==> src/sv/hsl2rgb_pkg.sv <==
`default_nettype none

package hsl2rgb_pkg;

   localparam int FRACTION_BITS = 16;
   localparam int IN_W          = 17;
   localparam int OUT_W         = 8;
   localparam int INT_BITS      = 30;
   localparam int FX_W          = INT_BITS + 1;
   localparam int SHIFT_IN      = INT_BITS - FRACTION_BITS;
   localparam int PROD_W        = 2 * FX_W;
   localparam int SCALE_W       = FX_W + 9;

   localparam logic [31:0]     IN_ONE        = 32'(64'd1 << FRACTION_BITS);
   localparam logic [FX_W-1:0] FX_ONE        = FX_W'(64'd1 << INT_BITS);
   localparam logic [FX_W-1:0] FX_HALF       = FX_W'((64'd1 << INT_BITS) / 2);
   localparam logic [FX_W-1:0] FX_THIRD      = FX_W'((64'd1 << INT_BITS) / 3);
   localparam logic [FX_W-1:0] FX_SIXTH      = FX_W'((64'd1 << INT_BITS) / 6);
   localparam logic [FX_W-1:0] FX_TWO_THIRDS = FX_W'((64'd2 << INT_BITS) / 3);

   localparam int QUEUE_DEPTH = 4;
   localparam int PTR_W       = $clog2(QUEUE_DEPTH);
   localparam int CNT_W       = $clog2(QUEUE_DEPTH + 1);

   typedef struct packed {
      logic [IN_W-1:0] hue;
      logic [IN_W-1:0] saturation;
      logic [IN_W-1:0] lightness;
   } req_type;

   typedef struct packed {
      logic [OUT_W-1:0] red;
      logic [OUT_W-1:0] green;
      logic [OUT_W-1:0] blue;
   } rsp_type;

   typedef enum logic [1:0] {
      SEG_RISE,
      SEG_Q,
      SEG_FALL,
      SEG_P
   } seg_type;

   typedef struct packed {
      seg_type         seg;
      logic [FX_W-1:0] x;
   } chan_type;

   typedef struct packed {
      logic [FX_W-1:0] p;
      logic [FX_W-1:0] d;
      chan_type [2:0]  chan;
   } mid_type;

endpackage

`default_nettype wire

==> src/sv/hsl2rgb_front.sv <==
`default_nettype none

module hsl2rgb_front (
   input  wire                     clock,
   input  wire                     reset,
   input  wire                     push,
   output logic                    full,
   input  hsl2rgb_pkg::req_type    req_data,
   output logic                    mid_push,
   input  wire                     mid_full,
   output hsl2rgb_pkg::mid_type    mid_data
);

   function automatic logic [hsl2rgb_pkg::FX_W-1:0] widen(
      input logic [hsl2rgb_pkg::IN_W-1:0] raw);
      logic [31:0] v;
      begin
         v = 32'(raw);
         if (v > hsl2rgb_pkg::IN_ONE) v = hsl2rgb_pkg::IN_ONE;
         widen = hsl2rgb_pkg::FX_W'(v << hsl2rgb_pkg::SHIFT_IN);
      end
   endfunction

   function automatic hsl2rgb_pkg::chan_type classify(
      input logic [hsl2rgb_pkg::FX_W-1:0] t);
      hsl2rgb_pkg::chan_type r;
      logic [hsl2rgb_pkg::FX_W-1:0] y;
      begin
         y = hsl2rgb_pkg::FX_TWO_THIRDS - t;
         if (t < hsl2rgb_pkg::FX_SIXTH) begin
            r.seg = hsl2rgb_pkg::SEG_RISE;
            r.x   = (t << 2) + (t << 1);
         end else if (t < hsl2rgb_pkg::FX_HALF) begin
            r.seg = hsl2rgb_pkg::SEG_Q;
            r.x   = '0;
         end else if (t < hsl2rgb_pkg::FX_TWO_THIRDS) begin
            r.seg = hsl2rgb_pkg::SEG_FALL;
            r.x   = (y << 2) + (y << 1);
         end else begin
            r.seg = hsl2rgb_pkg::SEG_P;
            r.x   = '0;
         end
         classify = r;
      end
   endfunction

   logic a_ready, b_ready;

   logic                          a_v_ff, a_v_in;
   logic [hsl2rgb_pkg::FX_W-1:0]  a_h_ff, a_h_in;
   logic [hsl2rgb_pkg::FX_W-1:0]  a_s_ff, a_s_in;
   logic [hsl2rgb_pkg::FX_W-1:0]  a_l_ff, a_l_in;
   logic [hsl2rgb_pkg::FX_W-1:0]  a_ls_ff, a_ls_in;
   logic [hsl2rgb_pkg::PROD_W-1:0] ls_prod;

   logic                          b_v_ff, b_v_in;
   logic [hsl2rgb_pkg::FX_W-1:0]  b_p_ff, b_p_in;
   logic [hsl2rgb_pkg::FX_W-1:0]  b_d_ff, b_d_in;
   logic [2:0][hsl2rgb_pkg::FX_W-1:0] b_t_ff, b_t_in;

   logic [hsl2rgb_pkg::FX_W-1:0]  m;
   logic [hsl2rgb_pkg::FX_W:0]    t_up;

   always_comb begin
      b_ready = !b_v_ff || !mid_full;
      a_ready = !a_v_ff || b_ready;
      full    = !a_ready;
   end

   // stage A: saturate, widen, L*S
   always_comb begin
      a_h_in  = widen(req_data.hue);
      a_s_in  = widen(req_data.saturation);
      a_l_in  = widen(req_data.lightness);
      ls_prod = hsl2rgb_pkg::PROD_W'(a_l_in) * hsl2rgb_pkg::PROD_W'(a_s_in);
      a_ls_in = ls_prod[hsl2rgb_pkg::INT_BITS +: hsl2rgb_pkg::FX_W];
      a_v_in  = a_ready ? push : a_v_ff;
   end

   // stage B: P, Q-P and wrapped channel hues
   always_comb begin
      if (a_l_ff < hsl2rgb_pkg::FX_HALF) m = a_ls_ff;
      else m = a_s_ff - a_ls_ff;
      b_p_in = a_l_ff - m;
      b_d_in = hsl2rgb_pkg::FX_W'({m, 1'b0});

      t_up = {1'b0, a_h_ff} + {1'b0, hsl2rgb_pkg::FX_THIRD};
      if (t_up > {1'b0, hsl2rgb_pkg::FX_ONE}) t_up = t_up - {1'b0, hsl2rgb_pkg::FX_ONE};
      b_t_in[0] = t_up[hsl2rgb_pkg::FX_W-1:0];
      b_t_in[1] = a_h_ff;
      if (a_h_ff < hsl2rgb_pkg::FX_THIRD)
         b_t_in[2] = a_h_ff + (hsl2rgb_pkg::FX_ONE - hsl2rgb_pkg::FX_THIRD);
      else
         b_t_in[2] = a_h_ff - hsl2rgb_pkg::FX_THIRD;

      b_v_in = b_ready ? a_v_ff : b_v_ff;
   end

   always_comb begin
      mid_push    = b_v_ff && !mid_full;
      mid_data.p  = b_p_ff;
      mid_data.d  = b_d_ff;
      for (int i = 0; i < 3; i++) mid_data.chan[i] = classify(b_t_ff[i]);
   end

   always_ff @(posedge clock) begin
      if (reset) begin
         a_v_ff <= 1'b0;
         b_v_ff <= 1'b0;
      end else begin
         a_v_ff <= a_v_in;
         b_v_ff <= b_v_in;
      end
      if (push && a_ready) begin
         a_h_ff  <= a_h_in;
         a_s_ff  <= a_s_in;
         a_l_ff  <= a_l_in;
         a_ls_ff <= a_ls_in;
      end
      if (a_v_ff && b_ready) begin
         b_p_ff <= b_p_in;
         b_d_ff <= b_d_in;
         b_t_ff <= b_t_in;
      end
   end

endmodule

`default_nettype wire

==> config.mk <==
export PLATFORM = sky130hd
export DESIGN_NAME = hsl2rgb_front
export DESIGN_NICKNAME = d
export VERILOG_FILES = /design/src/sv/hsl2rgb_pkg.sv /design/src/sv/hsl2rgb_front.sv
export SDC_FILE = /design/constraint.sdc
export NUM_CORES = 1
export LEC_CHECK = 0
export BUFFER_PORTS_ARGS = -buffer_cell sky130_fd_sc_hd__buf_2
export CELL_PAD_IN_SITES_DETAIL_PLACEMENT = 0
export CELL_PAD_IN_SITES_GLOBAL_PLACEMENT = 1
export CORE_UTILIZATION = 35
export CTS_CLUSTER_SIZE = 8
export DETAILED_ROUTE_END_ITERATION = 6
export PLACE_DENSITY_LB_ADDON = 0.1
export SLEW_MARGIN = 0
export SYNTH_ARGS = -nofsm -noshare
export SYNTH_HDL_FRONTEND = slang
export SYNTH_SLANG_ARGS = --single-unit
==> constraint.sdc <==
create_clock -name clock -period 11.2 [get_ports clock]
set_input_delay 0.56 -clock clock [delete_from_list [all_inputs] [get_ports clock]]
set_output_delay 0.56 -clock clock [all_outputs]
set_load 0.005 [all_outputs]
==> flow_summary.toml <==
[worst_setup_path]
critPathMaxFanout = 23
worst_path_most_repeated_cell = "fa_1"
cp-start-kind = "input pin"
critical_path_class = "input pin to flip-flop"
setup.worst_path.end_class = "flip-flop"
cpPeakStageDelay_ps = 670
path_buf_inv = 5
worstReg2RegEnd = "b_p_ff[30]"
r2r_slack_ps = 6200
rr_worst_depth = 21
r2r-start = "a_ls_ff[0]"
crit_path_top_delay_cell = "a2111oi_0"
path_delay_family = "adder cells"
crit_required_ps = 11410
crit_arrival_ps = 9020

[clock_tree]
hold_buffers = 0
post_cts_buffers = 0
cts_resized = 0
clk_latency_ps = 460
cts.path.max_buffers = 2
root_buffer = "clkbuf_16"
cts_sinks = 194
clk_pin_slew_ps = 80
cts_made_buffers = 17
h-tree-depth = 4
tritoncts = "done"

[sta]
relSlewSlack_pct = 28.08
hold_viol = 0
layout_min_cycle_time_ps = 8814
tightest_slew_ps = 1077
slew_viol_final = 0
rsz0062_at_grt = "false"
setup_viol = 0
finClkSkew_ps = 13.33
setup_tns_ps = 0
timing.fmax_mhz = 113.5
finalCritPeriodShare_pct = 78.70

[pwr]
p_leak_nw = 12.68
power.total_w = 0.003644
irDropWorstVdd_v = 0.0001164
powerDensity_nw_per_um2 = 135.2

[floorplanning]
die_w_microns = 267.1
rows = 96
die-height_microns = 267.1
coreArea_sq_um = 69070
io_pins = 218
dieArea_sq_um = 71330
start_util_pct = 35.61

[finish]
area_delta_synth_final_pct = 9.580
multi_input_area_sq_um = 16510
stdcell_area_sq_um = 26950
nets = 3383
drive_above_1_share_pct = 10.11
seq_area_sq_um = 5806
n_antenna_cell = 0
n_fill_cell = 7054

[synth]
synth.area.top_cells = "edfxtp_1, fa_1, ha_1"
ys_types = 85
ys.flop_type = "edfxtp_1"
netlist_instances = 2677
syn_area_sq_um = 24590
synth_top_area_cell = "edfxtp_1"
synth_seq_area_share_pct = 23.61
ys_warn_count = 0
ys_ff_latch = 194
yosysMostFrequentCell = "inv_1"
synth.avg_cell_area_sq_um = 9.187
yosysTopAreaCellShare_pct = 23.44
synth_edf_count = 192
synth_common_cells = "inv_1, ha_1, nand2_1, nor2_1, fa_1"
async_flop_share_pct = 0

[grt]
grt_pass1_wl_microns = 105600
first_global_vias = 18750
grt_max_degree = 78
antenna_found_initial = 0
groute.layer.met1.usage_pct = 25.42
grt_overflow = 0
use_met2_pct = 34.51
gr-max-usage-layer = "met2"
grt_use_met3_pct = 1.627
grt_use_total_pct = 19.32

[place]
port-buffer-count = 211
place_area_sq_um = 26370
place_congestion = 0.8788
hpwl_microns = 56590

[worst_hold_path]
hold_path_class = "input pin to flip-flop"
min_to = "b_v_ff"
min_from = "reset"
min_path_cells = 2

[routing]
wl_per_cell_microns = 18.11
wl_microns = 68110
vias = 18310
via_per_inst = 4.870
drc = 0
ant_nets = 0
drt_iter0_markers = 935
detail_route.first_pass.iterations = 5

[run]
maxCapViolCount = 0

[outcome]
status = "finished, final reports clean"
per-stage QoR:
step / util, % / hold WS, ps / setup slack, ps / cells
final: 39.02 / 272.6 / 2386 / 3760
after global placement: 38.17 / 496.0 / 1807 / 3729
after CTS: 39.02 / 238.7 / 2310 / 3760
after floorplan: - / 424.4 / 1931 / 2682
after global routing: 39.02 / 254.1 / 1781 / 3760
after detailed placement: 38.17 / 488.0 / 1823 / 3729
area by class of cell:
type	count	share of cell area, %
inverters	468	6.518
clock buffers	18	1.592
flip-flops and latches	194	21.54
repair buffers	221	4.197
clock inverters	13	0.5757
multi-input cells	1915	61.25
well taps	931	4.322
cell usage in the layout, fill, tap and decap left out, types with 33 or more instances in the layout:
| master | synthesis | final |
|---|---|---|
| nand2_1 | 241 | 241 |
| nor2_1 | 232 | 232 |
| o21a_1 | 33 | 33 |
| a21oi_1 | 136 | 136 |
| fa_1 | 226 | 226 |
| xnor2_1 | 167 | 167 |
| buf_2 | 0 | 211 |
| edfxtp_1 | 192 | 192 |
| ha_1 | 285 | 285 |
| a21o_1 | 53 | 53 |
| nor2b_1 | 38 | 37 |
| o21bai_1 | 39 | 39 |
| inv_1 | 455 | 455 |
| o21ai_0 | 84 | 84 |
| nor3_1 | 40 | 40 |
| xor2_1 | 42 | 42 |
metal layers:
layer	up-vias	part of all wire [%]
li1	9024	-
met1	8903	46
met2	336	50
met3	50	3.3
met4	0	1.3
met5	-	0
power breakdown:
part,total (W),internal [W],switching (W)
registers,0.00108,0.000995,0.0000840
logic,0.00193,0.000819,0.00111
clock network,0.000631,0.000333,0.000299
worst max-delay path by stage:
stage	from	cells past startpoint	slack, ps	to
floorplan	mid_full	1	1930	b_d_ff[10]
global placement	req_data[0]	25	1810	a_ls_ff[30]
detailed placement	req_data[0]	25	1820	a_ls_ff[30]
CTS	req_data[0]	25	2310	a_ls_ff[30]
global route	req_data[0]	25	1780	a_ls_ff[30]
finish	req_data[22]	25	2390	a_ls_ff[30]
cell families after synthesis:
| logic type | share of synthesized area, % |
|---|---|
| other cells | 0.01525 |
| buf+inv | 9.448 |
| xor+xnor | 7.921 |
| simple gates | 13.00 |
| mux | 0.8852 |
| fa+ha+maj | 32.90 |
| flops | 23.61 |
| compound gates | 12.23 |
flip-flops by register name, summed over array words and instances (netlist names):
signal,cells
a_ls_ff,31
b_p_ff,31
a_v_ff,1
b_v_ff,1
a_l_ff,17
a_s_ff,17
b_t_ff,50
a_h_ff,17
b_d_ff,29
No activity file was read; power rests on OpenSTA's default activity.
