**src/sv/hsl2rgb_pkg.sv**
```systemverilog
`default_nettype none

package hsl2rgb_pkg;

   localparam int FRACTION_BITS = 16;
   localparam int IN_W          = 17;
   localparam int OUT_W         = 8;
   localparam int INT_BITS      = 30;
   localparam int FX_W          = INT_BITS + 1;
   localparam int SHIFT_IN      = INT_BITS - FRACTION_BITS;
   localparam int PROD_W        = 2 * FX_W;
   localparam int SCALE_W       = FX_W + 9;

   localparam logic [31:0]     IN_ONE        = 32'(64'd1 << FRACTION_BITS);
   localparam logic [FX_W-1:0] FX_ONE        = FX_W'(64'd1 << INT_BITS);
   localparam logic [FX_W-1:0] FX_HALF       = FX_W'((64'd1 << INT_BITS) / 2);
   localparam logic [FX_W-1:0] FX_THIRD      = FX_W'((64'd1 << INT_BITS) / 3);
   localparam logic [FX_W-1:0] FX_SIXTH      = FX_W'((64'd1 << INT_BITS) / 6);
   localparam logic [FX_W-1:0] FX_TWO_THIRDS = FX_W'((64'd2 << INT_BITS) / 3);

   localparam int QUEUE_DEPTH = 4;
   localparam int PTR_W       = $clog2(QUEUE_DEPTH);
   localparam int CNT_W       = $clog2(QUEUE_DEPTH + 1);

   typedef struct packed {
      logic [IN_W-1:0] hue;
      logic [IN_W-1:0] saturation;
      logic [IN_W-1:0] lightness;
   } req_type;

   typedef struct packed {
      logic [OUT_W-1:0] red;
      logic [OUT_W-1:0] green;
      logic [OUT_W-1:0] blue;
   } rsp_type;

   typedef enum logic [1:0] {
      SEG_RISE,
      SEG_Q,
      SEG_FALL,
      SEG_P
   } seg_type;

   typedef struct packed {
      seg_type         seg;
      logic [FX_W-1:0] x;
   } chan_type;

   typedef struct packed {
      logic [FX_W-1:0] p;
      logic [FX_W-1:0] d;
      chan_type [2:0]  chan;
   } mid_type;

endpackage

`default_nettype wire

```
**src/sv/hsl2rgb_queue.sv**
```systemverilog
`default_nettype none

module hsl2rgb_queue (
   input  wire                   clock,
   input  wire                   reset,
   input  wire                   wr_push,
   output logic                  wr_full,
   input  hsl2rgb_pkg::mid_type  wr_data,
   input  wire                   rd_pop,
   output logic                  rd_empty,
   output hsl2rgb_pkg::mid_type  rd_data
);

   hsl2rgb_pkg::mid_type mem_ff [hsl2rgb_pkg::QUEUE_DEPTH];

   logic [hsl2rgb_pkg::PTR_W-1:0] wptr_ff, wptr_in;
   logic [hsl2rgb_pkg::PTR_W-1:0] rptr_ff, rptr_in;
   logic [hsl2rgb_pkg::CNT_W-1:0] count_ff, count_in;
   logic do_wr, do_rd;

   always_comb begin
      wr_full  = count_ff == hsl2rgb_pkg::CNT_W'(hsl2rgb_pkg::QUEUE_DEPTH);
      rd_empty = count_ff == '0;
      rd_data  = mem_ff[rptr_ff];
      do_wr    = wr_push && !wr_full;
      do_rd    = rd_pop && !rd_empty;

      wptr_in = wptr_ff;
      if (do_wr) begin
         if (wptr_ff == hsl2rgb_pkg::PTR_W'(hsl2rgb_pkg::QUEUE_DEPTH - 1)) wptr_in = '0;
         else wptr_in = wptr_ff + 1'b1;
      end
      rptr_in = rptr_ff;
      if (do_rd) begin
         if (rptr_ff == hsl2rgb_pkg::PTR_W'(hsl2rgb_pkg::QUEUE_DEPTH - 1)) rptr_in = '0;
         else rptr_in = rptr_ff + 1'b1;
      end
      count_in = count_ff;
      if (do_wr && !do_rd) count_in = count_ff + 1'b1;
      else if (!do_wr && do_rd) count_in = count_ff - 1'b1;
   end

   always_ff @(posedge clock) begin
      if (reset) begin
         wptr_ff  <= '0;
         rptr_ff  <= '0;
         count_ff <= '0;
      end else begin
         wptr_ff  <= wptr_in;
         rptr_ff  <= rptr_in;
         count_ff <= count_in;
      end
      if (do_wr) mem_ff[wptr_ff] <= wr_data;
   end

endmodule

`default_nettype wire

```
**config.mk**
```make
export PLATFORM = sky130hd
export DESIGN_NAME = hsl2rgb_queue
export DESIGN_NICKNAME = d
export VERILOG_FILES = /design/src/sv/hsl2rgb_pkg.sv /design/src/sv/hsl2rgb_queue.sv
export SDC_FILE = /design/constraint.sdc
export NUM_CORES = 1
export LEC_CHECK = 0
export ABC_AREA = 1
export BUFFER_PORTS_ARGS = -buffer_cell sky130_fd_sc_hd__buf_2
export CELL_PAD_IN_SITES_DETAIL_PLACEMENT = 0
export CELL_PAD_IN_SITES_GLOBAL_PLACEMENT = 1
export CORE_MARGIN = 3
export CORE_UTILIZATION = 39
export CTS_BUF_LIST = sky130_fd_sc_hd__clkbuf_8
export DETAILED_ROUTE_END_ITERATION = 8
export GPL_ROUTABILITY_DRIVEN = 0
export GPL_TIMING_DRIVEN = 0
export PLACE_DENSITY = 0.78
export SETUP_SLACK_MARGIN = 0.02
export SYNTH_ARGS = -nofsm -noshare
export SYNTH_HDL_FRONTEND = slang
export SYNTH_SLANG_ARGS = --single-unit
```
**constraint.sdc**
```tcl
create_clock -name clock -period 11.7 [get_ports clock]
set_input_delay 1.17 -clock clock [delete_from_list [all_inputs] [get_ports clock]]
set_output_delay 1.17 -clock clock [all_outputs]
set_load 0.05 [all_outputs]
```
==> run summary, run 1 <==
Outcome
• complete, no violations — status

Synth
• 0.0558 — share of synthesized cell area in and, or, nand and nor gates
• 21 — Synth cell types
• 0 — ys async rst share
• 0 — total of warnings raised by yosys
• 0.806 — Seq/Total Area, Yosys
• 24200 µm² — Cell Area, Synth
• 0.00393 — synthesized-area fraction occupied by adder cells
• compound AO/OA/AOI/OAI gates — main combinational cell family by area after synthesis
• 644 — count of flip-flops with a built-in enable after synthesis
• sky130_fd_sc_hd__edfxtp_1 — commonest register cell after synthesis
• 0 — multiplexer share of the synthesized area
• sky130_fd_sc_hd__edfxtp_1 — cell type with the largest total area after synthesis
• 0.109 — share of the synthesized area in compound gates (AO/OA/AOI/OAI)
• 0.000362 — post-synthesis share of cell area spent on xor and xnor gates
• 1628 — cells after synthesis
• 653 — flop and latch count out of synthesis
• 14.9 µm² — post-synthesis average cell area
• sky130_fd_sc_hd__edfxtp_1, sky130_fd_sc_hd__o21ai_0, sky130_fd_sc_hd__nor2_1 — largest cells by area after synthesis
• 1800 — net count after synthesis
• 0.798 — area share of the largest cell type after synthesis

STA
• 0 — # setup viols final
• 0 — Slew Limit Fails
• 4.11 ns — fin crit period
• 0.404 — tightest slew margin relative to the limit
• 0 — final hold violations
• 7.59 ns — PnR worst setup slack
• 0.351 — final period utilization
• 0.538 ns — smallest hold slack
• 0 ns — post-route setup TNS
• 0.0218 ns — Post-Route Skew
• false — setup repair after global routing missed its margin
• 0.243 GHz — max frequency
• 0.891 ns — transition at the pin with the smallest max-transition slack

Worst hold path
• count_ff[1] — Worst Min Path Start
• 2 — hold path cells
• register to register — Worst Hold Class
• count_ff[1] — endpoint of the worst hold-timing path

Finish
• sky130_fd_sc_hd__edfxtp_1 — most common cell after layout, fill and taps aside
• sky130_fd_sc_hd__edfxtp_1, sky130_fd_sc_hd__buf_2, sky130_fd_sc_hd__nor2_1 — commonest non-fill, non-tap cells in the layout
• 21.5% — area added between synthesis and finish
• 0.249 — fraction of final layout cells sized beyond drive strength 1
• 2258 — number of nets in the layout

Worst setup path
• 8 — number of cells on the worst reg-to-reg path
• buf_4 > inv_2 > buf_6 > clkbuf_1 > o21ai_0 > o22ai_1 > buf_2 — cell-by-cell trace of the critical path
• 10.53 ns — Worst Path Required
• 2.94 ns — Crit path arrival time
• primary output — category of the worst setup path capture point
• 5 — Buf/Inv on CP
• count_ff[0] — beginning of the worst register-to-register path
• 0.50 ns — largest incremental delay on the critical path
• mem_ff[0][122] — capture point of the worst reg-to-reg path
• register — critical path startpoint category
• 10 — largest driver fanout on the critical path
• register to primary output — Setup CP Type
• buffers and inverters — crit-path leading delay family
• 8.86 ns — Worst R2R Setup Slack
• sky130_fd_sc_hd__clkbuf_1 — slowest library cell on the worst path

Die
• 90 — Rows
• 255 µm — die boundary height
• 0.398 — starting density of the core
• 328 — Top Ports
• 255 µm — die span in x
• 60900 µm² — area of the core
• 65100 µm² — total die area

Clocking
• 653 — TritonCTS sink count
• 0 — number of cells upsized or downsized after cts
• 0 — setup bufs post-CTS
• sky130_fd_sc_hd__clkbuf_8 — root cell of the clock tree
• 0.69 ns — Worst-Skew Late Latency
• 0 — cts-stage hold buffer count
• built — TritonCTS clock tree
• 3 — H-tree levels
• 103 — number of buffers created by CTS
• 0.06 ns — Clock transition at path regs
• 3 — maximum buffer depth of the clock tree

Power and ir drop
• 10.4 nW — leakage power of the design
• 0.000183 V — Max rail drop VDD
• 7.78 mW — PnR Total Power
• 265 nW/µm² — Cell Pwr Density

Routing
• 63800 µm — aggregate routed wire length
• 0 — post-route antenna net violation count
• 21.2 µm — average wire per cell in the routed design
• 15500 — via total after detailed routing
• 5.15 — via-per-instance ratio
• 5 — total iterations of the first detailed-routing run
• 1080 — number of DRC markers after the initial detailed-route iteration
• 0 — drc violations

Job
• 0 — count of max-cap constraint violations

Placed design
• 8.19 ns — pre-CTS setup slack
• 40700 µm — detailed-placement wirelength estimate
• 327 — Port Buffers

GRT
• 13 — initial antenna violation count
• 92300 µm — global-route wire length before repair
• 15300 — number of global-route vias before repair
• 0.191 — overall global routing resource usage
• 0 — GR Overflow Total
• 28 — pin count of the biggest net entering global routing

## power breakdown
part	switching (mW)	internal, mW	leakage, nW
sequential	0.0520	2.85	5.97
clock	0.884	0.909	1.12
combinational	2.43	0.661	3.29
## through the flow
stage	util	instance area [µm²]	std cells
2_1_floorplan	-	24200	1628
3_3_place_gp	0.441	26900	2783
3_5_place_dp	0.451	27500	2809
4_1_cts	0.482	29400	2997
5_1_grt	0.483	29400	3001
6_report	0.483	29400	3008
## state kept, by name, summed over array words and instances, names as in the netlist, named ones only
name      count
mem_ff      644
wptr_ff       2
rptr_ff       2
count_ff      3
## layout make-up
class                      instances  area [µm²]
fill                            5264       31500
sequential                       653       19500
multi-input combinational        851        4120
timing repair buffer             353        2190
clock buffer                     105        1450
tap                              828        1040
buffer                           106         547
clock inverter                    83         470
inverter                          18        67.6
antenna                           11        27.5
## worst max-delay path by stage
stage | startpoint | to | slack, ns | depth (start not counted)
2_1_floorplan | wr_push | mem_ff[0][0] | 3.02 | 2
3_3_place_gp | wr_push | mem_ff[3][81] | -3.00 | 3
3_5_place_dp | wr_push | mem_ff[0][81] | 8.19 | 7
4_1_cts | register | rd_data[117] | 7.46 | 7
5_1_grt | register | rd_data[117] | 7.39 | 7
6_report | register | rd_data[131] | 7.59 | 7
## logic make-up after synthesis
family,count (synthesis)
flip-flops,653
buffers and inverters,124
AO/OA/AOI/OAI,486
adder cells (fa/ha/maj),7
AND/OR/NAND/NOR,357
XOR/XNOR,1
## worst reg2reg max path, stage by stage, from the launching register on
cell and delay, ns:
sky130_fd_sc_hd__dfxtp_1 0.41, sky130_fd_sc_hd__nor2_1 0.08, sky130_fd_sc_hd__nand2_1 0.13, sky130_fd_sc_hd__nand2_1 0.29
sky130_fd_sc_hd__nor2_4 0.69, sky130_fd_sc_hd__buf_16 0.26, sky130_fd_sc_hd__buf_12 0.23, sky130_fd_sc_hd__buf_12 0.21
sky130_fd_sc_hd__buf_12 0.23
## layer usage
metal | wire length (µm) | global-route usage
met1 | 25100 | 0.245
met4 | 1700 | 0.0759
met2 | 31100 | 0.310
met3 | 5820 | 0.0528
met5 | 23 | 0
## cells in the mapped netlist (6+ instances only)
| master | instances |
|---|---|
| sky130_fd_sc_hd__dfxtp_1 | 9 |
| sky130_fd_sc_hd__buf_6 | 12 |
| sky130_fd_sc_hd__ha_1 | 6 |
| sky130_fd_sc_hd__nand2_1 | 14 |
| sky130_fd_sc_hd__clkbuf_1 | 57 |
| sky130_fd_sc_hd__o21ai_1 | 9 |
| sky130_fd_sc_hd__inv_1 | 16 |
| sky130_fd_sc_hd__edfxtp_1 | 644 |
| sky130_fd_sc_hd__nor2_1 | 339 |
| sky130_fd_sc_hd__o22ai_1 | 161 |
| sky130_fd_sc_hd__buf_2 | 31 |
| sky130_fd_sc_hd__o21ai_0 | 314 |
Note: power is estimated with default switching activity, not from simulation.
==> run 2, diff against run 1 <==
Settings changed: PLACE_DENSITY 0.78 to 0.81.
Clock period 11.7 ns to 3.4 ns, I/O delays scaled along.
==> run 2 against run 1 <==
  * Critical endpoint is now rd_data[87]
  * Routed wire length increased by 2.8%
  * Clock skew increased by 0.014 ns
  * Via count increased by 5.6%
  * Largest cell class unchanged
  * Critical path depth unchanged
  * Clock power increased to 3.6 times the previous value
  * Highest routed layer unchanged
  * Global-route usage increased by 0.57 points
  * Sequential cell count unchanged
  * Total power increased to 3.5 times the previous value
  * Sequential share of layout area decreased by 3.9 points
==> run summary, run 2 (synthesis results as in run 1) <==
Power and ir drop
• 0.000791 V — Max rail drop VDD
• 27.3 mW — PnR Total Power
• 11.2 nW — leakage power of the design
• 874 nW/µm² — Cell Pwr Density

Worst setup path
• count_ff[0] — beginning of the worst register-to-register path
• 7 — number of cells on the worst reg-to-reg path
• buffers and inverters — crit-path leading delay family
• 0.84 ns — Worst R2R Setup Slack
• primary output — category of the worst setup path capture point
• 5 — Buf/Inv on CP
• 0.41 ns — largest incremental delay on the critical path
• 3.06 ns — Worst Path Required
• sky130_fd_sc_hd__clkbuf_1 — slowest library cell on the worst path
• mem_ff[3][86] — capture point of the worst reg-to-reg path
• register to primary output — Setup CP Type
• buf_4 > inv_2 > buf_6 > clkbuf_1 > o21ai_0 > o22ai_1 > buf_2 — cell-by-cell trace of the critical path
• 10 — largest driver fanout on the critical path
• register — critical path startpoint category
• 2.84 ns — Crit path arrival time

Routing
• 16400 — via total after detailed routing
• 5.16 — via-per-instance ratio
• 0 — post-route antenna net violation count
• 1452 — number of DRC markers after the initial detailed-route iteration
• 20.7 µm — average wire per cell in the routed design
• 0 — drc violations
• 65600 µm — aggregate routed wire length
• 5 — total iterations of the first detailed-routing run

GRT
• 29 — pin count of the biggest net entering global routing
• 10 — initial antenna violation count
• 0.197 — overall global routing resource usage
• 96700 µm — global-route wire length before repair
• 16700 — number of global-route vias before repair
• 0 — GR Overflow Total

Finish
• sky130_fd_sc_hd__edfxtp_1 — most common cell after layout, fill and taps aside
• sky130_fd_sc_hd__edfxtp_1, sky130_fd_sc_hd__buf_2, sky130_fd_sc_hd__nor2_1 — commonest non-fill, non-tap cells in the layout
• 2425 — number of nets in the layout
• 3171 — post-route non-filler standard cell count
• mem_ff x644, count_ff x3 — largest registers in the final layout
• 0.237 — fraction of final layout cells sized beyond drive strength 1
• mem_ff — Biggest register
• 644 — number of flip-flops in the largest register
• 29.1% — area added between synthesis and finish

STA
• 0.314 GHz — max frequency
• 3.18 ns — fin crit period
• 0.360 — tightest slew margin relative to the limit
• 0 — Slew Limit Fails
• false — setup repair after global routing missed its margin
• 0 — # setup viols final
• 0.957 ns — transition at the pin with the smallest max-transition slack
• 0.215 ns — PnR worst setup slack
• 0 — final hold violations
• 0.0356 ns — Post-Route Skew
• 0.937 — final period utilization

Worst hold path
• count_ff[0] — endpoint of the worst hold-timing path
• primary input to register — Worst Hold Class
• 3 — hold path cells
• reset — Worst Min Path Start

Job
• 0 — count of max-cap constraint violations

Clocking
• 3 — H-tree levels
• 0.06 ns — Clock transition at path regs
• 0.71 ns — Worst-Skew Late Latency
• built — TritonCTS clock tree
• 3 — maximum buffer depth of the clock tree
• 104 — number of buffers created by CTS
• 653 — TritonCTS sink count
• sky130_fd_sc_hd__clkbuf_8 — root cell of the clock tree

Die
• 65100 µm² — total die area
• 328 — Top Ports
• 60900 µm² — area of the core
• 90 — Rows
• 0.398 — starting density of the core
• 255 µm — die boundary height
• 255 µm — die span in x

Outcome
• complete, no violations — status

Placed design
• 0.807 ns — pre-CTS setup slack
• 41000 µm — detailed-placement wirelength estimate
• 2811 — total instance count after detailed placement
• 327 — Port Buffers

-- run 2: cell types whose count changed in the layout (fill, tap and decap cells not counted), moves of 4 or more --
cell                            delta
sky130_fd_sc_hd__clkbuf_8          +7
sky130_fd_sc_hd__dlygate4sd3_1   +164
sky130_fd_sc_hd__buf_16            +5
sky130_fd_sc_hd__clkbuf_1          -4
-- run 2: routing by layer --
| layer | share of wire | vias up | GRT usage |
|---|---|---|---|
| met5 | 0.00020 | - | 0 |
| met4 | 0.027 | 2 | 0.0774 |
| met3 | 0.085 | 122 | 0.0541 |
| met2 | 0.49 | 715 | 0.326 |
| met1 | 0.40 | 8090 | 0.247 |
| li1 | - | 7434 | - |
-- run 2: how the worst max path moves through the flow --
stage / start / endpoint / slack, ns / cells past startpoint
after global routing: register / rd_data[115] / 0.02 / 7
after global placement: count_ff[0] / mem_ff[0][91] / -2.14 / 4
after CTS: register / rd_data[74] / 0.07 / 7
final: register / rd_data[87] / 0.22 / 7
after detailed placement: register / rd_data[141] / 0.81 / 7
after floorplan: count_ff[0] / mem_ff[0][0] / -0.04 / 4
-- run 2: final cells by class --
class | instances | area [µm²]
fillers | 5045 | 29700
clock buffers | 112 | 1540
repair buffers | 519 | 3910
multi-input cells | 851 | 4130
plain buffers | 106 | 551
flip-flops and latches | 653 | 19500
diodes | 9 | 22.5
inverters | 18 | 67.6
clock inverters | 75 | 482
well taps | 828 | 1040
-- run 2: per-stage QoR --
| step | hold slack, ns | utilization | area (µm²) | setup TNS, ns |
|---|---|---|---|---|
| after detailed placement | 0.516 | 0.453 | 27600 | 0 |
| final | 0.389 | 0.513 | 31300 | 0 |
| after global placement | 0.500 | 0.442 | 26900 | -1335.22 |
| after global routing | 0.346 | 0.513 | 31300 | 0 |
| after CTS | 0.293 | 0.513 | 31200 | 0 |
| after floorplan | 0.405 | - | 24300 | -15.68 |
-- run 2: timing repair --
item                                    CTS  global route
endpoints found under the setup margin    1             3
resized for setup                         1             5
buffers inserted                          0             0
hold buffers                            164             0
endpoints found under the hold margin   653             0
-- run 2: power breakdown --
part	total (mW)	internal, mW	leakage, nW	switching (mW)
clock network	6.47	3.49	1.16	2.98
logic	10.9	2.43	4.02	8.45
registers	9.98	9.80	5.97	0.185
-- run 2: worst reg2reg max path: cells and delay by family, from the launching register on --
family                 cells  cell delay [ns]
AND/OR/NAND/NOR            4             1.05
flip-flops                 1             0.37
buffers and inverters      3             0.81
